**src/ultrasonic_echo_ranger_unit_macros.svh**
```systemverilog
// ----------------------------------------------------------------------------
// Ultrasonic echo ranger assertion macros
// Concurrent check helpers; compiled out when NO_ASSERTIONS is defined.
// ----------------------------------------------------------------------------
`ifndef ULTRASONIC_ECHO_RANGER_UNIT_MACROS_SVH
`define ULTRASONIC_ECHO_RANGER_UNIT_MACROS_SVH

`ifndef NO_ASSERTIONS
// same-cycle implication, sampled on clk, off while arst_n is low
`define UER_ASSERT_IMP(lbl, ante, cons) \
	lbl: assert property (@(posedge clk) disable iff (!arst_n) (ante) |-> (cons)) \
		else $error("uer assertion failed");
// next-cycle implication
`define UER_ASSERT_NXT(lbl, ante, cons) \
	lbl: assert property (@(posedge clk) disable iff (!arst_n) (ante) |=> (cons)) \
		else $error("uer assertion failed");
`else
`define UER_ASSERT_IMP(lbl, ante, cons)
`define UER_ASSERT_NXT(lbl, ante, cons)
`endif

`endif

```
**src/uer_pkg.sv**
```systemverilog
// ----------------------------------------------------------------------------
// Ultrasonic echo ranger package
// Shared types, register indexes, status codes and timing constants.
// ----------------------------------------------------------------------------
package uer_pkg;

	localparam int unsigned TICKS_PER_CM    = 58;
	localparam int unsigned TRIG_HIGH_TICKS = 10;
	localparam int unsigned TRIG_LOW_TICKS  = 4;
	localparam int unsigned CAP_MARGIN      = 2000;

	localparam int unsigned MAX_DIST_RESET  = 400;
	localparam int unsigned BLANKING_RESET  = 200;
	localparam int unsigned ECHO_WAIT_RESET = 8000;
	localparam int unsigned CAP_RESET       = MAX_DIST_RESET * TICKS_PER_CM + CAP_MARGIN;

	localparam int unsigned CFG_DATA_W = 16;
	localparam int unsigned CFG_IDX_W  = 2;

	// register indexes of the configuration port
	typedef enum logic [CFG_IDX_W-1:0] {
		REG_MAX_DIST  = 2'd0,
		REG_BLANKING  = 2'd1,
		REG_ECHO_WAIT = 2'd2
	} reg_idx_t;

	typedef enum logic [1:0] {
		ST_OK         = 2'd0,
		ST_STUCK_HIGH = 2'd1,
		ST_NO_ECHO    = 2'd2,
		ST_BEYOND_MAX = 2'd3
	} status_t;

	typedef struct packed {
		logic [9:0]  max_distance_cm;
		logic [9:0]  blanking_ticks;
		logic [15:0] echo_wait_ticks;
		logic [15:0] width_cap;
	} cfg_t;

	typedef struct packed {
		logic start_req;
		logic echo_level;
	} tick_t;

	typedef struct packed {
		logic       trigger_level;
		logic       busy_res;
		logic       done_res;
		status_t    status;
		logic [9:0] distance_cm;
	} result_t;

endpackage

```
**src/uer_cfg.sv**
```systemverilog
// ----------------------------------------------------------------------------
// Ultrasonic echo ranger configuration registers
// Holds the three registers and the derived echo width cap.
// ----------------------------------------------------------------------------
module uer_cfg
	import uer_pkg::*;
(
	input  logic                  clk,
	input  logic                  arst_n,
	input  logic                  cfg_wr_en,
	input  logic [CFG_IDX_W-1:0]  cfg_index,
	input  logic [CFG_DATA_W-1:0] cfg_data,
	output cfg_t                  cfg
);

	cfg_t        cfg_q;
	logic [16:0] cap_raw;
	logic [15:0] cap_new;

	// cap = max * TICKS_PER_CM + margin, saturated to 16 bits
	assign cap_raw = {7'd0, cfg_data[9:0]} * 17'(TICKS_PER_CM) + 17'(CAP_MARGIN);
	assign cap_new = cap_raw[16] ? 16'hFFFF : cap_raw[15:0];

	always_ff @(posedge clk or negedge arst_n) begin
		if (!arst_n) begin
			cfg_q.max_distance_cm <= 10'(MAX_DIST_RESET);
			cfg_q.blanking_ticks  <= 10'(BLANKING_RESET);
			cfg_q.echo_wait_ticks <= 16'(ECHO_WAIT_RESET);
			cfg_q.width_cap       <= 16'(CAP_RESET);
		end else if (cfg_wr_en) begin
			unique case (cfg_index)
				REG_MAX_DIST: begin
					cfg_q.max_distance_cm <= cfg_data[9:0];
					cfg_q.width_cap       <= cap_new;
				end
				REG_BLANKING:  cfg_q.blanking_ticks  <= cfg_data[9:0];
				REG_ECHO_WAIT: cfg_q.echo_wait_ticks <= cfg_data;
				default: ;
			endcase
		end
	end

	assign cfg = cfg_q;

endmodule

```
**config.mk**
```make
export PLATFORM = sky130hd
export DESIGN_NAME = uer_cfg
export DESIGN_NICKNAME = d
export VERILOG_FILES = /design/src/ultrasonic_echo_ranger_unit_macros.svh /design/src/uer_pkg.sv /design/src/uer_cfg.sv
export SDC_FILE = /design/constraint.sdc
export NUM_CORES = 1
export LEC_CHECK = 0
export BUFFER_PORTS_ARGS = -buffer_cell sky130_fd_sc_hd__buf_2
export CORE_MARGIN = 2
export CORE_UTILIZATION = 40
export CTS_BUF_LIST = sky130_fd_sc_hd__clkbuf_16
export DETAILED_ROUTE_END_ITERATION = 8
export GPL_TIMING_DRIVEN = 0
export MAX_ROUTING_LAYER = met4
export SETUP_SLACK_MARGIN = 0.4
export SYNTH_ARGS = -nofsm -noshare
export SYNTH_HDL_FRONTEND = slang
export SYNTH_SLANG_ARGS = --single-unit
export TNS_END_PERCENT = 20
```
**constraint.sdc**
```tcl
create_clock -name clk -period 1 [get_ports clk]
set_input_delay 0.1 -clock clk [delete_from_list [all_inputs] [get_ports clk]]
set_output_delay 0.1 -clock clk [all_outputs]
set_load 0.01 [all_outputs]
```
==> flow_metrics.py <==
metrics = {
    "synth": {
        "ys_ff_latch": 52,
        "syn-num-nets": 418,
        "netlist_instances": 351,
        "synth_ff_type": "dfrtp_1",
        "yosysWarnings": 0,
        "ys_top_cells_by_count": "inv_1, nand2_1, dfrtp_1",
        "synth.most_common_cell": "inv_1",
        "syn_area_per_cell_um2": 10.2,
        "yosysTopAreaCellShare_pct": 23.9,
        "ys_top_cells_by_area": "dfrtp_1, dfstp_2, ha_1, fa_1, inv_1",
        "async_reset_ff_share_pct": 100,
        "synth_area_leader_cell": "dfrtp_1",
        "synth-edff-count": 0,
        "seq_area_frac_synth_pct": 37.1,
        "syn_area_um2": 3570,
        "ys_types": 54,
    },
    "pwr": {
        "switching_share_pct": 39.3,
        "p_leak_nw": 2.52,
        "clkPwrFrac_pct": 15.9,
        "power.density_nw_per_um2": 2340,
        "peakVddDrop_v": 0.000874,
        "power.switching_mw": 4.88,
        "seqPwrFrac_pct": 24.6,
        "internal_power_mw": 7.53,
        "p_comb_share_pct": 59.5,
        "p_total_mw": 12.4,
    },
    "clocking": {
        "cts_inserted_buffers": 5,
        "clock_latency_ns": 0.29,
        "cts_root_buffer": "clkbuf_16",
        "ctsHtreeMaxLevel": 2,
        "cts_tree": "yes",
        "clockBufferDepth": 2,
        "clock-sinks": 52,
        "clk_pin_slew_ns": 0.07,
    },
    "layout": {
        "multiInputGateArea_um2": 2390,
        "drive_above_1_share_pct": 50.2,
        "finalNetCount": 536,
        "finish.instance_area_um2": 5310,
        "largest_register_ffs": 52,
        "final-seq-area_um2": 1320,
        "final_util_pct": 61.2,
        "syn2layout_area_growth_pct": 48.9,
        "fill_cells": 732,
        "diodes": 0,
    },
    "timing": {
        "relSlewSlack_pct": 56.1,
        "setup_viol": 34,
        "finalHoldViolCount": 34,
        "clock.fmax_mhz": 277,
        "rsz0062_at_grt": "yes",
        "finalCritPeriodShare_pct": 361,
        "period_needed_ns": 3.61,
        "clock_skew_ns": 0,
        "worst_pin_slew_ns": 0.658,
        "slew_violations": 0,
        "fin_ws_ns": -2.61,
        "holdWs_ns": -0.160,
    },
    "worst_setup_path": {
        "worstReg2RegEnd": "cfg[14]",
        "worstPathBufferInverterCount": 6,
        "reg2reg_from": "cfg[14]",
        "path_delay_family": "adder cells",
        "critical_path.cell_chain": "buf_8, clkinvlp_4, fa_1, inv_1, ha_1, inv_1, fa_1, inv_2, ha_4, and3_4, a221oi_4, nor4b_4, a2111oi_4, nor4_4, nand3_4, buf_12, a31oi_4",
        "crit_path_max_fanout": 5,
        "cpMaxStageDelayCell": "fa_1",
        "cp-end-kind": "register",
        "startpoint_type": "primary input",
        "crit_required_ns": 1.21,
        "critPathMaxStageDelay_ns": 0.55,
        "ff2ff_path_depth": 2,
        "cp.arrival_ns": 3.83,
        "ff2ff_setup_slack_ns": 0.15,
        "crit_type": "primary input to register",
    },
    "global_routing": {
        "grt_pass1_wl_mm": 14.8,
        "grt_pass1_vias": 3036,
        "gr-total-overflow": 0,
        "antenna_found_initial": 0,
        "grtUsageTotal_pct": 19.3,
        "grt_start_max_net_pins": 53,
    },
    "routing": {
        "drt-initial-drc-count": 66,
        "drt_wl_total_mm": 8.99,
        "ant_nets": 0,
        "vias": 2984,
        "drcViolationCount": 0,
        "dr.pass1.iters": 4,
        "vias_per_cell": 5.16,
        "routedWlPerCell_um": 15.5,
    },
    "die": {
        "die_y_um": 98.4,
        "die_w_um": 98.4,
        "ios": 73,
        "core_um2": 8680,
        "die-area_um2": 9690,
        "fp-row-count": 34,
        "start_util_pct": 41.1,
    },
    "min_path": {
        "hp-class": "primary input to asynchronous set/reset pin",
    },
    "place": {
        "dp.final_hpwl_mm": 5.98,
        "routabilityCongestion": 0.787,
        "dpl-instance-area_um2": 4170,
        "port_buffers": 72,
    },
    "outcome": {
        "status": "finished with violations",
        "failed_checks": "negative hold slack, negative setup slack",
    },
    "flow_run": {
        "cap_viol_max_count": 0,
    },
}
-- power by group through the flow --
stage	Sequential (mW)	Combinational (mW)	Clock, mW
2_1_floorplan	3.26	4.11	0
3_3_place_gp	3.00	5.56	0
3_5_place_dp	3.02	5.67	0
4_1_cts	3.04	6.97	2.02
5_1_grt	3.12	8.02	2.10
6_report	3.06	7.38	1.97
-- cells by family (layout without fill, tap and decap cells) --
kind of cell | count (synthesis) | after routing | synth area share, %
AND/OR/NAND/NOR | 96 | 96 | 13.8
AO/OA/AOI/OAI | 83 | 83 | 18.3
buffers and inverters | 55 | 174 | 6.03
flip-flops | 52 | 52 | 37.1
adder cells (fa/ha/maj) | 46 | 46 | 19.3
XOR/XNOR | 11 | 11 | 2.91
multiplexers | 8 | 8 | 2.53
-- what timing repair did --
item                                    4_1_cts  5_1_grt
hold endpoints to repair                     34       34
cloned                                        3        0
pin swaps                                    43       34
buffers inserted                             25       11
endpoints found under the setup margin      156      104
resized for setup                           144       33
-- how the worst max path moves through the flow --
| stage | startpoint | to | slack (ns) | cells past startpoint |
|---|---|---|---|---|
| 3_3_place_gp | cfg_data[7] | cfg[12] | -3.02 | 17 |
| 4_1_cts | cfg_data[4] | cfg[7] | -2.54 | 17 |
| 3_5_place_dp | cfg_data[7] | cfg[11] | -3.07 | 18 |
| 2_1_floorplan | cfg_data[4] | cfg[11] | -2.53 | 16 |
| 5_1_grt | cfg_data[3] | cfg[7] | -2.74 | 15 |
| 6_report | cfg_data[4] | cfg[7] | -2.61 | 17 |
-- through the flow --
stage	instances	setup WS [ns]	hold WS (ns)	setup TNS [ns]
CTS	567	-2.54	-0.136	-40.53
finish	578	-2.61	-0.160	-41.26
global route	578	-2.74	-0.101	-44.05
floorplan	351	-2.53	-0.196	-42.09
detailed placement	531	-3.07	0.337	-65.86
global placement	531	-3.02	0.335	-63.85
-- per-layer routing --
layer,global-route usage [%],wire [um],vias to the layer above
met1,26.1,3980,1471
met5,-,0,-
met4,3.27,77,0
met3,2.91,398,6
li1,-,-,1440
met2,31.4,4530,67
-- layout make-up --
cell class	count	share of cell area (%)
Tap cell	108	2.54
Multi-Input combinational cell	244	45.0
Clock inverter	3	0.801
Timing Repair Buffer	111	17.8
Inverter	44	3.58
Buffer	11	3.01
Sequential cell	52	24.9
Clock buffer	5	2.36
-- placed cells by master, fill, tap and decap left out, types with 6 or more instances in the layout --
master / n
a21o_1: 6
a21oi_1: 9
a31oi_4: 7
buf_2: 43
buf_4: 32
buf_6: 27
buf_8: 6
clkbuf_16: 8
dfrtp_1: 34
dfstp_2: 18
fa_1: 15
ha_1: 26
inv_1: 35
mux2_4: 6
nand2_1: 32
nand2_2: 6
nor2_1: 19
nor3_1: 6
o21ai_1: 9
o21ai_2: 23
No activity file was read; power rests on OpenSTA's default activity.
