$ cat config.mk
export PLATFORM = sky130hd
export DESIGN_NAME = uer_seq
export DESIGN_NICKNAME = d
export VERILOG_FILES = /design/src/uer_pkg.sv /design/src/uer_seq.sv
export VERILOG_INCLUDE_DIRS = /design/src /design/src/src
export SDC_FILE = /design/constraint.sdc
export NUM_CORES = 1
export LEC_CHECK = 0
export ABC_CLOCK_PERIOD_IN_PS = 17900
export BUFFER_PORTS_ARGS = -buffer_cell sky130_fd_sc_hd__buf_2
export CAP_MARGIN = 15
export CORE_UTILIZATION = 51
export CTS_CLUSTER_DIAMETER = 120
export DETAILED_ROUTE_END_ITERATION = 10
export PLACE_DENSITY_LB_ADDON = 0.1
export SKIP_CTS_REPAIR_TIMING = 1
export SLEW_MARGIN = 20
export SYNTH_ARGS = -nofsm -noshare
export SYNTH_HDL_FRONTEND = slang
export SYNTH_SLANG_ARGS = --single-unit
$ cat constraint.sdc
create_clock -name clk -period 17.9 [get_ports clk]
set_input_delay 2.685 -clock clk [delete_from_list [all_inputs] [get_ports clk]]
set_output_delay 2.685 -clock clk [all_outputs]
set_load 0.01 [all_outputs]
$ cat src/ultrasonic_echo_ranger_unit_macros.svh
// ----------------------------------------------------------------------------
// Ultrasonic echo ranger assertion macros
// Concurrent check helpers; compiled out when NO_ASSERTIONS is defined.
// ----------------------------------------------------------------------------
`ifndef ULTRASONIC_ECHO_RANGER_UNIT_MACROS_SVH
`define ULTRASONIC_ECHO_RANGER_UNIT_MACROS_SVH

`ifndef NO_ASSERTIONS
// same-cycle implication, sampled on clk, off while arst_n is low
`define UER_ASSERT_IMP(lbl, ante, cons) \
	lbl: assert property (@(posedge clk) disable iff (!arst_n) (ante) |-> (cons)) \
		else $error("uer assertion failed");
// next-cycle implication
`define UER_ASSERT_NXT(lbl, ante, cons) \
	lbl: assert property (@(posedge clk) disable iff (!arst_n) (ante) |=> (cons)) \
		else $error("uer assertion failed");
`else
`define UER_ASSERT_IMP(lbl, ante, cons)
`define UER_ASSERT_NXT(lbl, ante, cons)
`endif

`endif

$ cat src/uer_pkg.sv
// ----------------------------------------------------------------------------
// Ultrasonic echo ranger package
// Shared types, register indexes, status codes and timing constants.
// ----------------------------------------------------------------------------
package uer_pkg;

	localparam int unsigned TICKS_PER_CM    = 58;
	localparam int unsigned TRIG_HIGH_TICKS = 10;
	localparam int unsigned TRIG_LOW_TICKS  = 4;
	localparam int unsigned CAP_MARGIN      = 2000;

	localparam int unsigned MAX_DIST_RESET  = 400;
	localparam int unsigned BLANKING_RESET  = 200;
	localparam int unsigned ECHO_WAIT_RESET = 8000;
	localparam int unsigned CAP_RESET       = MAX_DIST_RESET * TICKS_PER_CM + CAP_MARGIN;

	localparam int unsigned CFG_DATA_W = 16;
	localparam int unsigned CFG_IDX_W  = 2;

	// register indexes of the configuration port
	typedef enum logic [CFG_IDX_W-1:0] {
		REG_MAX_DIST  = 2'd0,
		REG_BLANKING  = 2'd1,
		REG_ECHO_WAIT = 2'd2
	} reg_idx_t;

	typedef enum logic [1:0] {
		ST_OK         = 2'd0,
		ST_STUCK_HIGH = 2'd1,
		ST_NO_ECHO    = 2'd2,
		ST_BEYOND_MAX = 2'd3
	} status_t;

	typedef struct packed {
		logic [9:0]  max_distance_cm;
		logic [9:0]  blanking_ticks;
		logic [15:0] echo_wait_ticks;
		logic [15:0] width_cap;
	} cfg_t;

	typedef struct packed {
		logic start_req;
		logic echo_level;
	} tick_t;

	typedef struct packed {
		logic       trigger_level;
		logic       busy_res;
		logic       done_res;
		status_t    status;
		logic [9:0] distance_cm;
	} result_t;

endpackage

$ cat src/uer_seq.sv
// ----------------------------------------------------------------------------
// Ultrasonic echo ranger sequencer
// Phase machine, tick and width counters, running quotient by TICKS_PER_CM.
// ----------------------------------------------------------------------------
`include "ultrasonic_echo_ranger_unit_macros.svh"

module uer_seq
	import uer_pkg::*;
(
	input  logic    clk,
	input  logic    arst_n,
	input  logic    step,
	input  tick_t   tick_d,
	input  cfg_t    cfg,
	output result_t res_d
);

	typedef enum logic [6:0] {
		PH_IDLE    = 7'b0000001,
		PH_SETTLE  = 7'b0000010,
		PH_TLOW    = 7'b0000100,
		PH_THIGH   = 7'b0001000,
		PH_BLANK   = 7'b0010000,
		PH_RISE    = 7'b0100000,
		PH_MEASURE = 7'b1000000
	} phase_t;

	localparam int unsigned REM_W = $clog2(TICKS_PER_CM);

	phase_t           phase_q, phase_n, cur;
	logic [15:0]      ticks_q, ticks_n, ticks_c;
	logic [15:0]      width_q, width_n;
	logic [REM_W-1:0] rem_q, rem_n;
	logic [10:0]      cm_q, cm_n;
	logic             finish, pulse_over;

	function automatic logic [15:0] sat_inc(input logic [15:0] v);
		sat_inc = (v == 16'hFFFF) ? v : v + 16'd1;
	endfunction

	always_comb begin
		phase_n    = phase_q;
		ticks_n    = ticks_q;
		width_n    = width_q;
		rem_n      = rem_q;
		cm_n       = cm_q;
		finish     = 1'b0;
		pulse_over = 1'b0;
		res_d      = '0;
		ticks_c    = ticks_q;

		unique case (phase_q) inside
			PH_SETTLE, PH_TLOW, PH_THIGH, PH_BLANK, PH_RISE, PH_MEASURE: cur = phase_q;
			default: cur = PH_IDLE;
		endcase

		// start from idle: the start tick is the first settle tick
		if (cur == PH_IDLE && tick_d.start_req) begin
			cur     = PH_SETTLE;
			ticks_c = '0;
			width_n = '0;
			rem_n   = '0;
			cm_n    = '0;
		end
		phase_n = cur;
		ticks_n = ticks_c;

		unique case (cur)
			PH_SETTLE: begin
				if (!tick_d.echo_level) begin
					phase_n = PH_TLOW;
					ticks_n = '0;
				end else begin
					ticks_n = sat_inc(ticks_c);
					if (ticks_n >= cfg.echo_wait_ticks) begin
						res_d.status = ST_STUCK_HIGH;
						finish       = 1'b1;
					end
				end
			end
			PH_TLOW: begin
				ticks_n = sat_inc(ticks_c);
				if (ticks_n >= 16'(TRIG_LOW_TICKS)) begin
					phase_n = PH_THIGH;
					ticks_n = '0;
				end
			end
			PH_THIGH: begin
				res_d.trigger_level = 1'b1;
				ticks_n = sat_inc(ticks_c);
				if (ticks_n >= 16'(TRIG_HIGH_TICKS)) begin
					ticks_n = '0;
					phase_n = (cfg.blanking_ticks == '0) ? PH_RISE : PH_BLANK;
				end
			end
			PH_BLANK: begin
				ticks_n = sat_inc(ticks_c);
				if (ticks_n >= {6'd0, cfg.blanking_ticks}) begin
					phase_n = PH_RISE;
					ticks_n = '0;
				end
			end
			PH_RISE: begin
				if (tick_d.echo_level) begin
					phase_n = PH_MEASURE;
					ticks_n = '0;
					width_n = '0;
					rem_n   = '0;
					cm_n    = '0;
				end else begin
					ticks_n = sat_inc(ticks_c);
					if (ticks_n >= cfg.echo_wait_ticks) begin
						res_d.status = ST_NO_ECHO;
						finish       = 1'b1;
					end
				end
			end
			PH_MEASURE: begin
				pulse_over = !tick_d.echo_level;
				if (tick_d.echo_level) begin
					// keep quotient and remainder of the width in step
					if (width_q != 16'hFFFF) begin
						width_n = width_q + 16'd1;
						if (rem_q == REM_W'(TICKS_PER_CM - 1)) begin
							rem_n = '0;
							cm_n  = cm_q + 11'd1;
						end else begin
							rem_n = rem_q + REM_W'(1);
						end
					end
					if (width_n >= cfg.width_cap) pulse_over = 1'b1;
				end
				if (pulse_over) begin
					finish = 1'b1;
					if (width_n == '0)
						res_d.status = ST_NO_ECHO;
					else if (cm_n > {1'b0, cfg.max_distance_cm})
						res_d.status = ST_BEYOND_MAX;
					else
						res_d.distance_cm = cm_n[9:0];
				end
			end
			default: ;
		endcase

		if (finish) begin
			res_d.done_res = 1'b1;
			phase_n        = PH_IDLE;
			ticks_n        = '0;
		end
		res_d.busy_res = (phase_n != PH_IDLE);
	end

	always_ff @(posedge clk or negedge arst_n) begin
		if (!arst_n) begin
			phase_q <= PH_IDLE;
			ticks_q <= '0;
			width_q <= '0;
			rem_q   <= '0;
			cm_q    <= '0;
		end else if (step) begin
			phase_q <= phase_n;
			ticks_q <= ticks_n;
			width_q <= width_n;
			rem_q   <= rem_n;
			cm_q    <= cm_n;
		end
	end

	`UER_ASSERT_NXT(a_done_to_idle, step && res_d.done_res, phase_q == PH_IDLE)
	`UER_ASSERT_IMP(a_status_needs_done, res_d.status != ST_OK, res_d.done_res)
	`UER_ASSERT_IMP(a_trig_in_high, res_d.trigger_level, phase_q == PH_THIGH)
	`UER_ASSERT_IMP(a_dist_only_ok, res_d.distance_cm != '0,
		res_d.done_res && res_d.status == ST_OK && phase_q == PH_MEASURE)

endmodule

==> qor.csv, run 1 <==
stage,metric,value,unit
final_layout,final_cells,934,
cts,numCtsBuffers,5,
setup_path,crit_required,15210,ps
logic_synthesis,post_synth.cell_area_avg,8.03,um2
sta,skew,7.11,ps
setup_path,crit_top_cell,nor2_1,
power_and_ir_drop,power_leakage,3.15,nW
drt,drc,0,
floorplan,core_area,0.0114,mm2
setup_path,crit_chain,buf_2 -> inv_1 -> a31o_2 -> a21o_2 -> and2_1 -> ha_1 -> nand4_4 -> nor4_2 -> nor2_1 -> and3_1 -> nand3_1 -> xor2_1 -> nor2_1 -> ha_1 -> a21o_1 -> a21oi_1 -> o22ai_1 -> nor2_1 -> o21ai_0 -> a21oi_2 -> o21a_1 -> buf_2,
setup_path,start_kind,primary input,
drt,vias_per_cell,6.19,
setup_path,r2r_cells,21,
drt,wire_per_inst,17.1,um
sta,setup_viol,0,
grt,gr-total-overflow,0,
setup_path,crit_type,in -> out,
drt,dr.pass1.iters,5,
final_layout,fin_nets,904,
placed_design,hpwl,12.2,mm
floorplan,die_area,0.0121,mm2
final_layout,antennaDiodeCount,0,
power_and_ir_drop,p_per_area,51.0,mW/mm2
cts,htreeDepth,2,
final_layout,area_growth,9.39,%
worst_hold_path,hold_depth,1,
sta,rsz0062_at_grt,no,
floorplan,initial_core_util,0.523,
logic_synthesis,syn_nets,858,
setup_path,critPathArrivalTime,7830,ps
drt,vias,5782,
cts,cts_root_buffer,clkbuf_16,
worst_hold_path,holdCritStartpoint,rem_q[5],
cts,clock_sinks,56,
drt,drtIter0Drc,426,
run_status,outcome,"complete, no violations",
logic_synthesis,synth-edff-count,0,
setup_path,reg2reg_from,phase_q[1],
sta,clock.fmax,95.1,MHz
final_layout,layout-drive-gt1-share,0.183,
sta,slew-limit-headroom,0.345,
cts,cts_max_path_buffers,2,
cts,cts_tree,yes,
logic_synthesis,yosysWarningCount,0,
floorplan,rows,39,
setup_path,r2r_end,ticks_q[11],
grt,grt_max_degree,57,
setup_path,path_buf_inv,3,
power_and_ir_drop,ir_drop,0.0477,mV
worst_hold_path,hold_path_class,reg -> reg,
grt,grt_usage,0.275,
sta,tns,0,ps
setup_path,cpPeakStageDelay,760,ps
cts,clk_pin_slew,70,ps
logic_synthesis,synth_ff_type,dfrtp_1,
sta,max_slew.worst_pin.slew,976,ps
drt,drtAntennaViolNets,0,
worst_hold_path,holdPathEnd,rem_q[5],
floorplan,io_pins,72,
sta,drv_slew,0,
floorplan,die_h,110,um
logic_synthesis,synth_cells,744,
logic_synthesis,async_reset_ff_frac,1.00,
sta,min_period,10510,ps
logic_synthesis,ys_ff_latch,56,
placed_design,dp_cells,926,
logic_synthesis,yosysSeqAreaShare,0.235,
setup_path,crit_path_max_fanout,23,
grt,grt_pass1_wl,26.1,mm
setup_path,crit_path_top_delay_cell,nor4_2,
drt,detail_route.wirelength,16.0,mm
setup_path,cp-end-kind,primary output,
grt,grt_pass1_vias,5399,
placed_design,portBuffers,71,
job,drv_cap,0,
grt,antenna_found_initial,0,
sta,post-route-period-util,0.587,
floorplan,dieWidth,110,um
sta,hold_viol_final,0,
logic_synthesis,netlist_area,0.00597,mm2
logic_synthesis,ys_types,95,
setup_path,critPathTopFamily,compound AO/OA/AOI/OAI gates,
cts,clk-insertion-delay-late,300,ps
setup_path,rrSetupSlack,11500,ps
placed_design,gp_congestion,0.893,
[power by group]
group          total [mW]  internal, mW  switching [mW]  leakage (nW)
clock network       0.112        0.0660          0.0463        0.0808
logic              0.0822        0.0306          0.0516          2.30
registers           0.138         0.130         0.00807         0.770
total               0.333         0.227           0.106          3.15
[cells in the final DEF (no fill, tap or decap), types with 8 or more instances in the layout]
master,Yosys,layout
a21oi_1,32,32
and3_1,18,18
nand3_1,36,36
o31ai_1,8,8
buf_2,16,71
a31oi_1,9,9
a21o_1,12,12
o21ai_1,12,13
dfrtp_1,55,55
nor4b_2,9,9
xnor2_1,11,11
o21a_1,12,12
o21ai_0,53,52
nand4_1,15,15
nor2b_1,10,10
ha_1,57,57
inv_1,66,66
nor3_1,17,17
nand2_1,70,70
a22o_1,20,20
nor2_1,55,55
[metrics by stage]
step           area (um2)  utilization  power, mW  setup WS, ps  hold WS, ps
5_1_grt              6530        0.572      0.350          6980          544
4_1_cts              6530        0.572      0.335          7430          494
3_5_place_dp         6370        0.558      0.223          7470          482
3_3_place_gp         6370        0.558      0.220          7620          460
6_report             6530        0.572      0.333          7390          487
2_1_floorplan        5970            -      0.196          8380          450
[worst max-delay path by stage]
stage / cells after the start / slack (ps) / start / to
floorplan: 23 / 8380 / tick_d[1] / res_d[12]
global placement: 22 / 7620 / tick_d[1] / res_d[13]
detailed placement: 22 / 7470 / tick_d[1] / res_d[13]
CTS: 22 / 7430 / tick_d[1] / res_d[13]
global route: 22 / 6980 / tick_d[1] / res_d[13]
finish: 22 / 7390 / tick_d[1] / res_d[13]
[worst reg2reg max path: stages (launching register included)]
cell and delay, ps:
dfrtp_1 490, nor3_2 480, a31o_2 280, a21o_2 430, and2_1 220, ha_1 320, nand4_4 180, nor4_2 760
nor2_1 200, and3_1 260, nand3_1 100, xor2_1 230, nor2_1 70, ha_1 300, a21o_1 180, a21oi_1 140
o22ai_1 100, nor2_1 100, o21ai_0 240, a21oi_2 600, nand3_4 330, o311ai_2 290
[final cells by class]
class	instances	area [um2]
Fill cell	1057	4890
Clock buffer	6	129
Sequential cell	56	1400
Timing Repair Buffer	77	400
Multi-Input combinational cell	584	4140
Tap cell	143	179
Clock inverter	2	35.0
Inverter	66	248
[logic make-up (layout without fill, tap and decap cells)]
logic type,count (synthesis),after routing,share of synthesized area
AND/OR/NAND/NOR,287,287,0.275
AO/OA/AOI/OAI,222,222,0.271
flip-flops,56,56,0.235
adder cells (fa/ha/maj),57,57,0.119
buffers and inverters,104,151,0.0721
XOR/XNOR,16,16,0.0235
multiplexers,2,2,0.00398
[synthesized netlist by cell type, types with 5 or more instances]
cell	n	area share
a21o_1	12	0.015
o31ai_2	7	0.015
nor2_1	55	0.035
nand2b_1	6	0.0063
o31ai_1	8	0.010
a21oi_1	32	0.027
nand2_1	70	0.044
o21ai_1	12	0.010
nor3_1	17	0.014
a31oi_1	9	0.0094
ha_1	57	0.12
nor4b_2	9	0.023
clkbuf_1	16	0.010
nand4_1	15	0.016
o21ai_0	53	0.044
xor2_1	5	0.0073
a22o_1	20	0.029
o21a_1	12	0.015
nand3_1	36	0.030
nor4_1	7	0.0073
xnor2_1	11	0.016
or3_1	5	0.0052
buf_2	16	0.013
dfrtp_1	55	0.23
and2_1	5	0.0052
a211oi_1	7	0.0088
and3_1	18	0.019
inv_1	66	0.041
nor2b_1	10	0.010
[routing by layer]
| metal | up-vias | share of wire | track usage |
|---|---|---|---|
| met4 | 0 | 0.022 | 0.0893 |
| li1 | 2832 | - | - |
| met2 | 183 | 0.51 | 0.498 |
| met5 | - | 0 | 0 |
| met1 | 2743 | 0.42 | 0.340 |
| met3 | 24 | 0.047 | 0.0294 |
[state kept, by name, summed over array words and instances (netlist names)]
signal	flops
phase_q	7
width_q	16
cm_q	11
rem_q	6
ticks_q	16
Note: power is estimated with default switching activity, not from simulation.
==> inputs of run 2 (changes only) <==
ABC_AREA = 1   (was not set)
ABC_CLOCK_PERIOD_IN_PS = 8950   (was 17900)
clock period = 8.95 ns   (was 17.9 ns; I/O delays follow)
==> run 2 against run 1 <==
The run now ends with design-rule violations left; global-route usage grew 0.12 points; sequential share of layout area decreased by 0.54 points; synthesized cell count increased by 28%; critical path type unchanged; combinational power increased to 7.2 times the previous value; largest cell class unchanged; flip-flop and latch count stayed put; critical path depth is 2 higher.
==> qor.csv, run 2 <==
stage,metric,value,unit
floorplan,die_h,112,um
drt,drt-met1-wl,7.57,mm
drt,detail_route.wirelength,16.4,mm
logic_synthesis,yosysSeqAreaShare,0.228,
setup_path,critPathArrivalTime,5460,ps
setup_path,cpPeakStageDelay,680,ps
logic_synthesis,yosysMostFrequentCell,nand2_1,
grt,antenna_found_initial,0,
final_layout,fin_util,0.579,
cts,numCtsBuffers,5,
drt,vias,6297,
sta,min_period,6810,ps
final_layout,antennaDiodeCount,0,
placed_design,portBuffers,71,
final_layout,layout-drive-gt1-share,0.119,
power_and_ir_drop,ir_drop,0.101,mV
sta,max_slew.worst_pin.slew,1070,ps
drt,drtIter0Drc,449,
logic_synthesis,yosysWarningCount,0,
floorplan,rows,39,
logic_synthesis,synth-edff-count,0,
drt,drc,2,
cts,cts_max_path_buffers,2,
worst_hold_path,hold_path_class,reg -> reg,
sta,skew,12.5,ps
drt,wl_met2,7.83,mm
cts,htreeDepth,2,
floorplan,io_pins,72,
sta,post-route-period-util,0.760,
drt,drtAntennaViolNets,0,
floorplan,die_area,0.0125,mm2
setup_path,crit_top_cell,nand2_1,
logic_synthesis,ys_ff_latch,56,
grt,grt_max_degree,64,
job,drv_cap,0,
drt,wl_met3,752,um
final_layout,reg.largest.list,"ticks_q (16), width_q (16), cm_q (11)",
drt,dr.pass1.iters,8,
setup_path,start_kind,primary input,
placed_design,hpwl,12.6,mm
logic_synthesis,post_synth.cell_area_avg,6.43,um2
logic_synthesis,synth_top_area_frac,0.224,
floorplan,dieWidth,112,um
floorplan,core_area,0.0116,mm2
power_and_ir_drop,p_per_area,173,mW/mm2
placed_design,pre_cts_ws,2200,ps
power_and_ir_drop,power_leakage,3.77,nW
sta,drv_slew,0,
cts,cts_tree,yes,
setup_path,crit_chain,buf_2 -> nand4_4 -> buf_4 -> nand2_1 -> inv_1 -> ha_1 -> nand2_1 -> inv_1 -> nand3_1 -> inv_1 -> nand2_2 -> nor2_4 -> nand2_1 -> nand2_1 -> inv_1 -> ha_1 -> a21oi_1 -> o21ai_0 -> a21oi_1 -> o311ai_0 -> o21ai_0 -> nand2_1 -> a21oi_1 -> buf_2,
logic_synthesis,synth_cells,955,
final_layout,num-fill-cells,1171,
setup_path,crit_type,in -> out,
drt,wire_per_inst,14.3,um
logic_synthesis,netlist_area,0.00614,mm2
logic_synthesis,async_reset_ff_frac,1.00,
setup_path,crit_required,7610,ps
logic_synthesis,synth_ff_type,dfrtp_1,
sta,rsz0062_at_grt,no,
grt,grt_usage,0.276,
cts,cts_root_buffer,clkbuf_16,
logic_synthesis,synth.top_cells.by_area,"dfrtp_1 (22%), nand2_1 (14%), ha_1 (12%)",
sta,clock.fmax,147,MHz
setup_path,path_buf_inv,7,
setup_path,cp-end-kind,primary output,
run_status,violations,design-rule violations,
sta,tns,0,ps
drt,vias_per_cell,5.48,
logic_synthesis,netlist_top_cells_count,"nand2_1 (235), inv_1 (171), nor2_1 (79)",
cts,clock_sinks,56,
final_layout,fin_nets,1120,
final_layout,layout_common_cells,"nand2_1 (235), inv_1 (171), nor2_1 (78)",
logic_synthesis,syn_nets,1069,
grt,grt_pass1_wl,28.1,mm
setup_path,crit_path_max_fanout,63,
grt,grt_pass1_vias,5869,
floorplan,initial_core_util,0.531,
cts,clk_pin_slew,80,ps
drt,top_layer,met4,
setup_path,crit_path_top_delay_cell,o311ai_0,
setup_path,critPathTopFamily,buffers and inverters,
final_layout,area_growth,9.04,%
grt,gr-total-overflow,0,
sta,fin_ws,2140,ps
logic_synthesis,ys_types,49,
placed_design,gp_congestion,0.985,
final_layout,mostFrequentLayoutCell,nand2_1,
run_status,outcome,"complete, but fails checks",
logic_synthesis,yosysTopAreaCell,dfrtp_1,
cts,clk-insertion-delay-late,310,ps
sta,hold_viol_final,0,
sta,setup_viol,0,
sta,slew-limit-headroom,0.286,
run 2: cell types whose count changed in the layout (fill, tap and decap cells not counted), moves of 10 or more:
| cell | before | now |
|---|---|---|
| o221ai_1 | 1 | 12 |
| nor2_1 | 55 | 78 |
| a22o_1 | 20 | 0 |
| nand4_1 | 15 | 28 |
| nor2b_1 | 10 | 0 |
| nand3_1 | 36 | 70 |
| xor2_1 | 5 | 16 |
| o22ai_1 | 2 | 21 |
| o21ai_1 | 13 | 0 |
| and3_1 | 18 | 1 |
| a21o_1 | 12 | 1 |
| inv_1 | 66 | 171 |
| nand2_1 | 70 | 235 |
run 2: final timing paths:
path                            start           to  slack [ps]  cells after the start
setup / recovery            tick_d[1]    res_d[13]        2140                     24
hold / removal             phase_q[0]   phase_q[0]         530                      2
setup reg to reg           phase_q[1]  ticks_q[12]        3050                     29
hold reg to reg            phase_q[0]   phase_q[0]         530                      2
max in group asynchronous      arst_n  ticks_q[15]        7240                      2
min in group asynchronous      arst_n   width_q[4]        1160                      2
run 2: worst min-delay path: cells and delay by family, from the launching register on:
family / cells / cell delay, ps
DFF: 1 / 390
AOI/OAI and AO/OA: 1 / 80
and+or+nand+nor: 1 / 60
run 2: cell type report:
class | count | area [um2] | share of cell area
clock inverter | 3 | 21.3 | 0.00318
sequential | 56 | 1400 | 0.209
clock buffer | 5 | 125 | 0.0187
timing repair buffer | 74 | 378 | 0.0564
inverter | 174 | 653 | 0.0975
multi-input combinational | 695 | 3940 | 0.588
tap | 143 | 179 | 0.0267
run 2: metal layers:
layer / GRT usage / vias to the layer above
li1: - / 3242
met1: 0.366 / 2866
met2: 0.478 / 169
met3: 0.0278 / 20
met4: 0.0739 / 0
met5: 0 / -
run 2: per-stage QoR:
stage | power, mW | instance area [um2] | hold slack [ps] | std cells
after floorplan | 0.819 | 6140 | 484 | 955
after global placement | 0.952 | 6550 | 518 | 1142
after detailed placement | 0.952 | 6550 | 505 | 1142
after CTS | 1.16 | 6700 | 530 | 1150
after global routing | 1.27 | 6700 | 541 | 1150
final | 1.16 | 6700 | 526 | 1150
run 2: cells by family after synthesis:
group                      after synthesis  synth area share
DFF                                     56             0.228
AOI/OAI and AO/OA                      154             0.151
muxes                                    1           0.00163
adders and majority gates               57             0.116
xor gates and xnor gates                19            0.0271
buffers and inverters                  204             0.131
and+or+nand+nor                        464             0.345
run 2: power by group:
part	switching [mW]	total [mW]	internal, mW
Clock	0.101	0.206	0.105
Sequential	0.0675	0.362	0.295
Combinational	0.395	0.593	0.198
